`config.mk`:
```
export PLATFORM = sky130hd
export DESIGN_NAME = percent_decoder_top
export DESIGN_NICKNAME = d
export VERILOG_FILES = /design/src/rtl/pctdec_pkg.sv /design/src/rtl/percent_decoder_top.sv /design/src/rtl/pctdec_step.sv
export SDC_FILE = /design/constraint.sdc
export NUM_CORES = 1
export LEC_CHECK = 0
export ABC_AREA = 0
export ABC_CLOCK_PERIOD_IN_PS = 9700
export CORE_MARGIN = 3
export CORE_UTILIZATION = 40
export CTS_BUF_LIST = sky130_fd_sc_hd__clkbuf_2
export DETAILED_ROUTE_END_ITERATION = 16
export DONT_BUFFER_PORTS = 1
export PLACE_DENSITY = 0.62
export SLEW_MARGIN = 0
export SYNTH_ARGS = -nofsm -noshare
export SYNTH_HDL_FRONTEND = slang
export SYNTH_SLANG_ARGS = --single-unit
```
`constraint.sdc`:
```
create_clock -name clk_i -period 9.7 [get_ports clk_i]
set_input_delay 1.94 -clock clk_i [delete_from_list [all_inputs] [get_ports clk_i]]
set_output_delay 1.94 -clock clk_i [all_outputs]
set_load 0.02 [all_outputs]
```
`src/rtl/pctdec_pkg.sv`:
```
// shared types, constants and helpers of the percent decoder
package pctdec_pkg;

  localparam int unsigned ByteW     = 8;
  localparam int unsigned NibbleW   = 4;
  localparam int unsigned CfgW      = 64;
  localparam int unsigned NumCfgReg = 4;
  localparam int unsigned CfgIdxW   = $clog2(NumCfgReg);

  localparam logic [ByteW-1:0] PercentChar = 8'h25;

  // register indexes of the configuration port
  localparam logic [CfgIdxW-1:0] RegIllegal0 = 2'd0;
  localparam logic [CfgIdxW-1:0] RegIllegal1 = 2'd1;
  localparam logic [CfgIdxW-1:0] RegIllegal2 = 2'd2;
  localparam logic [CfgIdxW-1:0] RegIllegal3 = 2'd3;

  typedef enum logic [1:0] {
    PhPlain = 2'd0,
    PhPercent = 2'd1,
    PhDigit = 2'd2
  } phase_e;

  typedef struct packed {
    logic [ByteW-1:0] in_byte;
    logic             in_last;
  } in_req_t;

  typedef struct packed {
    logic [ByteW-1:0] out_byte;
    logic             has_byte;
    logic             seg_end;
    logic             seg_error;
  } out_req_t;

  typedef struct packed {
    phase_e             phase;
    logic [NibbleW-1:0] high_nibble;
    logic               failed;
  } seg_state_t;

  localparam seg_state_t SegStateReset = '{phase: PhPlain, high_nibble: '0, failed: 1'b0};

  // hex digit decode: {valid, value}
  function automatic logic [NibbleW:0] hex_decode(input logic [ByteW-1:0] c);
    logic [NibbleW:0] r;
    r = '0;
    if (c >= 8'h30 && c <= 8'h39) begin
      r = {1'b1, NibbleW'(c - 8'h30)};
    end else if (c >= 8'h41 && c <= 8'h46) begin
      r = {1'b1, NibbleW'(c - 8'h41 + 8'd10)};
    end else if (c >= 8'h61 && c <= 8'h66) begin
      r = {1'b1, NibbleW'(c - 8'h61 + 8'd10)};
    end
    return r;
  endfunction

endpackage

```
`src/rtl/percent_decoder_top.sv`:
```
// streaming percent decoder: input register, decode logic, result register
//
//   port group   dir  handshake              payload
//   in_*         in   in_valid_i/in_ready_o  in_req_i  (in_byte, in_last)
//   out_*        out  out_valid_o/out_ready_i out_req_o (out_byte, has_byte, seg_end, seg_error)
//   cfg_*        in   cfg_we_i               cfg_idx_i, cfg_data_i (illegal-byte bitmaps)
//
// one byte per cycle sustained while the output takes results; an accepted request
// passes the input register, then the decode logic into the result register.
// reset clears the segment state, the bitmaps and both valid flags.
// a waiting result stalls the decode stage only if that stage would produce a
// result itself; bytes that produce no result keep flowing.
module percent_decoder_top (
  input  logic                                  clk_i,
  input  logic                                  rst_ni,
  input  logic                                  in_valid_i,
  output logic                                  in_ready_o,
  input  pctdec_pkg::in_req_t                   in_req_i,
  output logic                                  out_valid_o,
  input  logic                                  out_ready_i,
  output pctdec_pkg::out_req_t                  out_req_o,
  input  logic                                  cfg_we_i,
  input  logic [pctdec_pkg::CfgIdxW-1:0]        cfg_idx_i,
  input  logic [pctdec_pkg::CfgW-1:0]           cfg_data_i
);
  import pctdec_pkg::*;

  logic [NumCfgReg-1:0][CfgW-1:0] illegal_q;
  logic                           in_valid_q;
  in_req_t                        in_req_q;
  seg_state_t                     seg_q, seg_d;
  logic                           out_valid_q;
  out_req_t                       out_req_q;
  logic                           res_valid;
  out_req_t                       res;
  logic                           stage_go;

  // configuration registers
  always_ff @(posedge clk_i or negedge rst_ni) begin
    if (!rst_ni) begin
      illegal_q <= '0;
    end else if (cfg_we_i) begin
      unique case (cfg_idx_i)
        RegIllegal0: illegal_q[0] <= cfg_data_i;
        RegIllegal1: illegal_q[1] <= cfg_data_i;
        RegIllegal2: illegal_q[2] <= cfg_data_i;
        RegIllegal3: illegal_q[3] <= cfg_data_i;
        default: ;
      endcase
    end
  end

  // decode logic
  pctdec_step u_step (
    .cur_i       (seg_q),
    .req_i       (in_req_q),
    .illegal_i   (illegal_q),
    .nxt_o       (seg_d),
    .res_valid_o (res_valid),
    .res_o       (res)
  );

  // stage advance and input handshake
  assign stage_go   = in_valid_q && (!res_valid || !out_valid_q || out_ready_i);
  assign in_ready_o = !in_valid_q || stage_go;

  // input register
  always_ff @(posedge clk_i or negedge rst_ni) begin
    if (!rst_ni) begin
      in_valid_q <= 1'b0;
    end else if (in_ready_o) begin
      in_valid_q <= in_valid_i;
    end
  end

  always_ff @(posedge clk_i) begin
    if (in_ready_o && in_valid_i) begin
      in_req_q <= in_req_i;
    end
  end

  // segment state
  always_ff @(posedge clk_i or negedge rst_ni) begin
    if (!rst_ni) begin
      seg_q <= SegStateReset;
    end else if (stage_go) begin
      seg_q <= seg_d;
    end
  end

  // result register
  always_ff @(posedge clk_i or negedge rst_ni) begin
    if (!rst_ni) begin
      out_valid_q <= 1'b0;
    end else if (stage_go && res_valid) begin
      out_valid_q <= 1'b1;
    end else if (out_ready_i) begin
      out_valid_q <= 1'b0;
    end
  end

  always_ff @(posedge clk_i) begin
    if (stage_go && res_valid) begin
      out_req_q <= res;
    end
  end

  assign out_valid_o = out_valid_q;
  assign out_req_o   = out_req_q;

endmodule

```
`src/rtl/pctdec_step.sv`:
```
// next-state and result logic for one byte of the segment
module pctdec_step (
  input  pctdec_pkg::seg_state_t                 cur_i,
  input  pctdec_pkg::in_req_t                    req_i,
  input  logic [pctdec_pkg::NumCfgReg*pctdec_pkg::CfgW-1:0] illegal_i,
  output pctdec_pkg::seg_state_t                 nxt_o,
  output logic                                   res_valid_o,
  output pctdec_pkg::out_req_t                   res_o
);
  import pctdec_pkg::*;

  logic [NibbleW:0]  hex;
  logic [ByteW-1:0]  value;
  logic              have;
  seg_state_t        upd;

  assign hex = hex_decode(req_i.in_byte);

  // escape sequencing and error detection
  always_comb begin
    upd   = cur_i;
    have  = 1'b0;
    value = '0;
    if (!cur_i.failed) begin
      unique case (cur_i.phase)
        PhPercent: begin
          if (!hex[NibbleW]) begin
            upd.failed = 1'b1;
          end else begin
            upd.high_nibble = hex[NibbleW-1:0];
            upd.phase       = PhDigit;
          end
        end
        PhDigit: begin
          upd.phase = PhPlain;
          if (!hex[NibbleW]) begin
            upd.failed = 1'b1;
          end else begin
            value = {cur_i.high_nibble, hex[NibbleW-1:0]};
            if (value == '0 || illegal_i[value]) begin
              upd.failed = 1'b1;
            end else begin
              have = 1'b1;
            end
          end
        end
        default: begin
          upd.phase = PhPlain;
          if (req_i.in_byte == PercentChar) begin
            upd.phase = PhPercent;
          end else begin
            value = req_i.in_byte;
            have  = 1'b1;
          end
        end
      endcase
      if (req_i.in_last && upd.phase != PhPlain) begin
        upd.failed = 1'b1;
      end
    end
  end

  // result forming, state clears after the last byte
  always_comb begin
    res_o = '0;
    if (req_i.in_last) begin
      res_valid_o     = 1'b1;
      res_o.out_byte  = (!upd.failed && have) ? value : '0;
      res_o.has_byte  = !upd.failed && have;
      res_o.seg_end   = 1'b1;
      res_o.seg_error = upd.failed;
      nxt_o           = SegStateReset;
    end else begin
      res_valid_o    = have && !upd.failed;
      res_o.out_byte = value;
      res_o.has_byte = 1'b1;
      nxt_o          = upd;
    end
  end

endmodule
```
==> results.toml <==
[clock_network]
numCtsBuffers = 75
clk_pin_slew_ns = 0.09
clk_latency_ns = 0.97
clockBufferDepth = 3
htree_num_levels = 3
cts.sinks = 284
cts_tree = "built"
cts_resized = 0
cts-root-buf = "clkbuf_2"
postCtsHoldBufs = 0
cts_setup_buffers = 0

[final_layout]
fin_area_sq_mm = 0.0152
regArea_sq_mm = 0.00721
num-nets-final = 1281
syn2layout_area_growth_pct = 7.20
layout-drive-gt1-share = 0.350
multiInputGateArea_sq_mm = 0.00658
fillers = 3283

[floorplanning]
die_y_um = 194
ios = 93
dieWidth_um = 194
design.core.area_sq_mm = 0.0347
start_util = 0.409
dieArea_sq_mm = 0.0378
rows = 68

[grt]
antenna_found_initial = 1
track_usage = 0.215
grt_pass1_wl_mm = 63.2
grt_max_degree = 265
overflow = 0
grt_pass1_vias = 10200

[outcome]
status = "finished, final reports clean"

[worst_setup_path]
r2r_slack_ns = 3.61
crit_buf_inv = 3
arrival_ns = 6.06
crit_family = "compound AO/OA/AOI/OAI gates"
path_max_fanout = 29
criticalPathCategory = "register to output port"
crit_chain = "buf_4 -> inv_1 -> ha_1 -> nor3b_1 -> nor3_2 -> nor2_4 -> buf_4 -> mux2i_1 -> o21ai_1 -> a211o_1 -> a2111oi_0 -> a21oi_1 -> a221oi_4 -> nand3_2"
critPathCaptureType = "output port"
cp_common_cell = "buf_4"
startpoint_type = "register"
required_ns = 7.76
cp_slowest_cell = "nor3b_1"
cpPeakStageDelay_ns = 0.74

[drt]
post_drt_wl_per_cell_um = 24.2
ant_nets = 0
firstDrtPassIters = 5
drt_iter0_markers = 932
via_per_inst = 5.96
drc = 0
via_count = 10100
wl_mm = 41.1

[power]
vdd_drop_max_mv = 0.0725
leakage_nw = 6.38
power.density_mw_per_mm2 = 197

[timing]
finClkSkew_ns = 0.0907
slew_headroom = 0.214
fmax_ghz = 0.125
setup_violations = 0
final_hold_viol_count = 0
min_period_over_period = 0.824
slew_viol_final = 0
rsz0062_at_grt = "false"
setup_tns_ns = 0
worst_pin_slew_ns = 1.18
period_minus_slack_ns = 8.00

[placed_design]
dpl.hpwl_mm = 27.4
gp_congestion = 0.909
portBuffers = 0
placed_area_sq_mm = 0.0145

[synth]
syn_inst = 1187
ys_warn_count = 0
yosysUniqueCellTypes = 86
synth_area_sq_mm = 0.0142
synth-edff-count = 20
ys_seq_area_frac = 0.508
syn_nets = 1272
synthMostInstantiatedCell = "dfrtp_1"
synthFlopType = "dfrtp_1"
async_reset_ff_frac = 0.930
synth_top_area_frac = 0.466
synth_common_cells = "dfrtp_1 (264), mux2_2 (263), nand2_1 (94)"
yosysTopAreaCell = "dfrtp_1"
synth_seq_cells = 284
synth_area_leaders = "dfrtp_1 (47%), mux2_2 (21%), edfxtp_1 (4.2%)"
synth.avg_cell_area_sq_um = 11.9

[hold_path]
hold_path.class = "register to register"

[job]
max_cap_violations = 0
[worst register-to-register path, stage by stage, from the launching register on]
cell	delay, ns
edfxtp_1	0.37
buf_4	0.25
inv_1	0.20
ha_1	0.26
nor3b_1	0.74
nor3_2	0.13
nor2_4	0.43
buf_4	0.42
mux2i_1	0.27
o21ai_1	0.09
a211o_1	0.35
a2111oi_0	0.68
a21oi_1	0.22
a221oi_4	0.50
nand2_1	0.15
nor2_1	0.67
[path summary, 6_finish.rpt]
| kind | from | end | depth (start not counted) |
|---|---|---|---|
| max in group asynchronous | rst_ni | illegal_q[255]$_DFFE_PN0P_ | 0 |
| worst max register to register | in_req_q[1]$_DFFE_PP_ | out_req_o[6]$_DFFE_PP_ | 15 |
| worst min-delay path | illegal_q[18]$_DFFE_PN0P_ | illegal_q[18]$_DFFE_PN0P_ | 1 |
| worst max-delay path | in_req_q[1]$_DFFE_PP_ | in_ready_o | 14 |
| worst min register to register | illegal_q[18]$_DFFE_PN0P_ | illegal_q[18]$_DFFE_PN0P_ | 1 |
| min in group asynchronous | rst_ni | illegal_q[206]$_DFFE_PN0P_ | 0 |
[where the power goes]
part | switching (W) | total, W | internal, W
Sequential | 0.000184 | 0.00160 | 0.00141
Combinational | 0.000265 | 0.000557 | 0.000292
Clock | 0.000492 | 0.000847 | 0.000356
[metal layers]
metal / vias up / global-route usage / share of wire
met4: 0 / 0.0686 / 0.021
met3: 64 / 0.0605 / 0.070
met5: - / 0 / 0
li1: 4495 / - / -
met2: 361 / 0.324 / 0.45
met1: 5215 / 0.303 / 0.45
[final cells by class]
class,count,share of cell area
antenna,3,0.000494
clock buffer,112,0.0369
clock inverter,11,0.00708
inverter,11,0.00272
multi-input combinational,807,0.433
sequential,284,0.474
tap,455,0.0374
timing repair buffer,17,0.00839
[cell usage in the layout (no fill, tap or decap), drive strengths merged, types with 4 or more instances in the layout]
master   netlist  layout
ha             5       5
dfrtp        264     264
a31oi         19      19
edfxtp        20      20
nand3         57      57
buf           29      17
nor2b          8       8
nand4          6       6
nand2b         6       6
clkinv         0       6
o21a           4       4
o211ai        10      10
a211oi        27      27
o221ai         6       6
o22ai          9       9
o22a           4       4
mux2i         49      49
mux2         265     265
o31ai          8       8
o21ai         44      44
a21oi         34      34
nand3b         4       4
nor2          29      29
nand2         95      95
and3          14      14
a211o          7       7
nor3          12      12
nor3b          4       4
clkbuf        56     112
a2bb2oi        5       5
a221oi         7       7
inv           11      12
[sequential cells by signal, indices dropped and copies added, names as in the netlist]
register	count
out_req_o	11
in_req_q	9
illegal_q	255
in_valid_q	1
out_valid_o	1
seg_q	7
[cell families after synthesis]
logic type,after synthesis,synth area share
flops,284,0.508
simple gates,257,0.0925
mux,314,0.246
fa+ha+maj,5,0.00441
buf+inv,96,0.0303
compound gates,230,0.118
xor+xnor,1,0.000618
[metrics by stage]
stage / power (W) / util / hold slack, ns / worst slack (ns) / instances
floorplan: 0.00198 / - / 0.442 / 3.94 / 1187
global placement: 0.00215 / 0.419 / 0.480 / 2.90 / 1574
detailed placement: 0.00217 / 0.419 / 0.490 / 2.76 / 1574
CTS: 0.00302 / 0.438 / 0.511 / 1.75 / 1697
global route: 0.00316 / 0.438 / 0.517 / 1.38 / 1698
finish: 0.00300 / 0.438 / 0.506 / 1.70 / 1700
(Power assumes the default switching activity.)
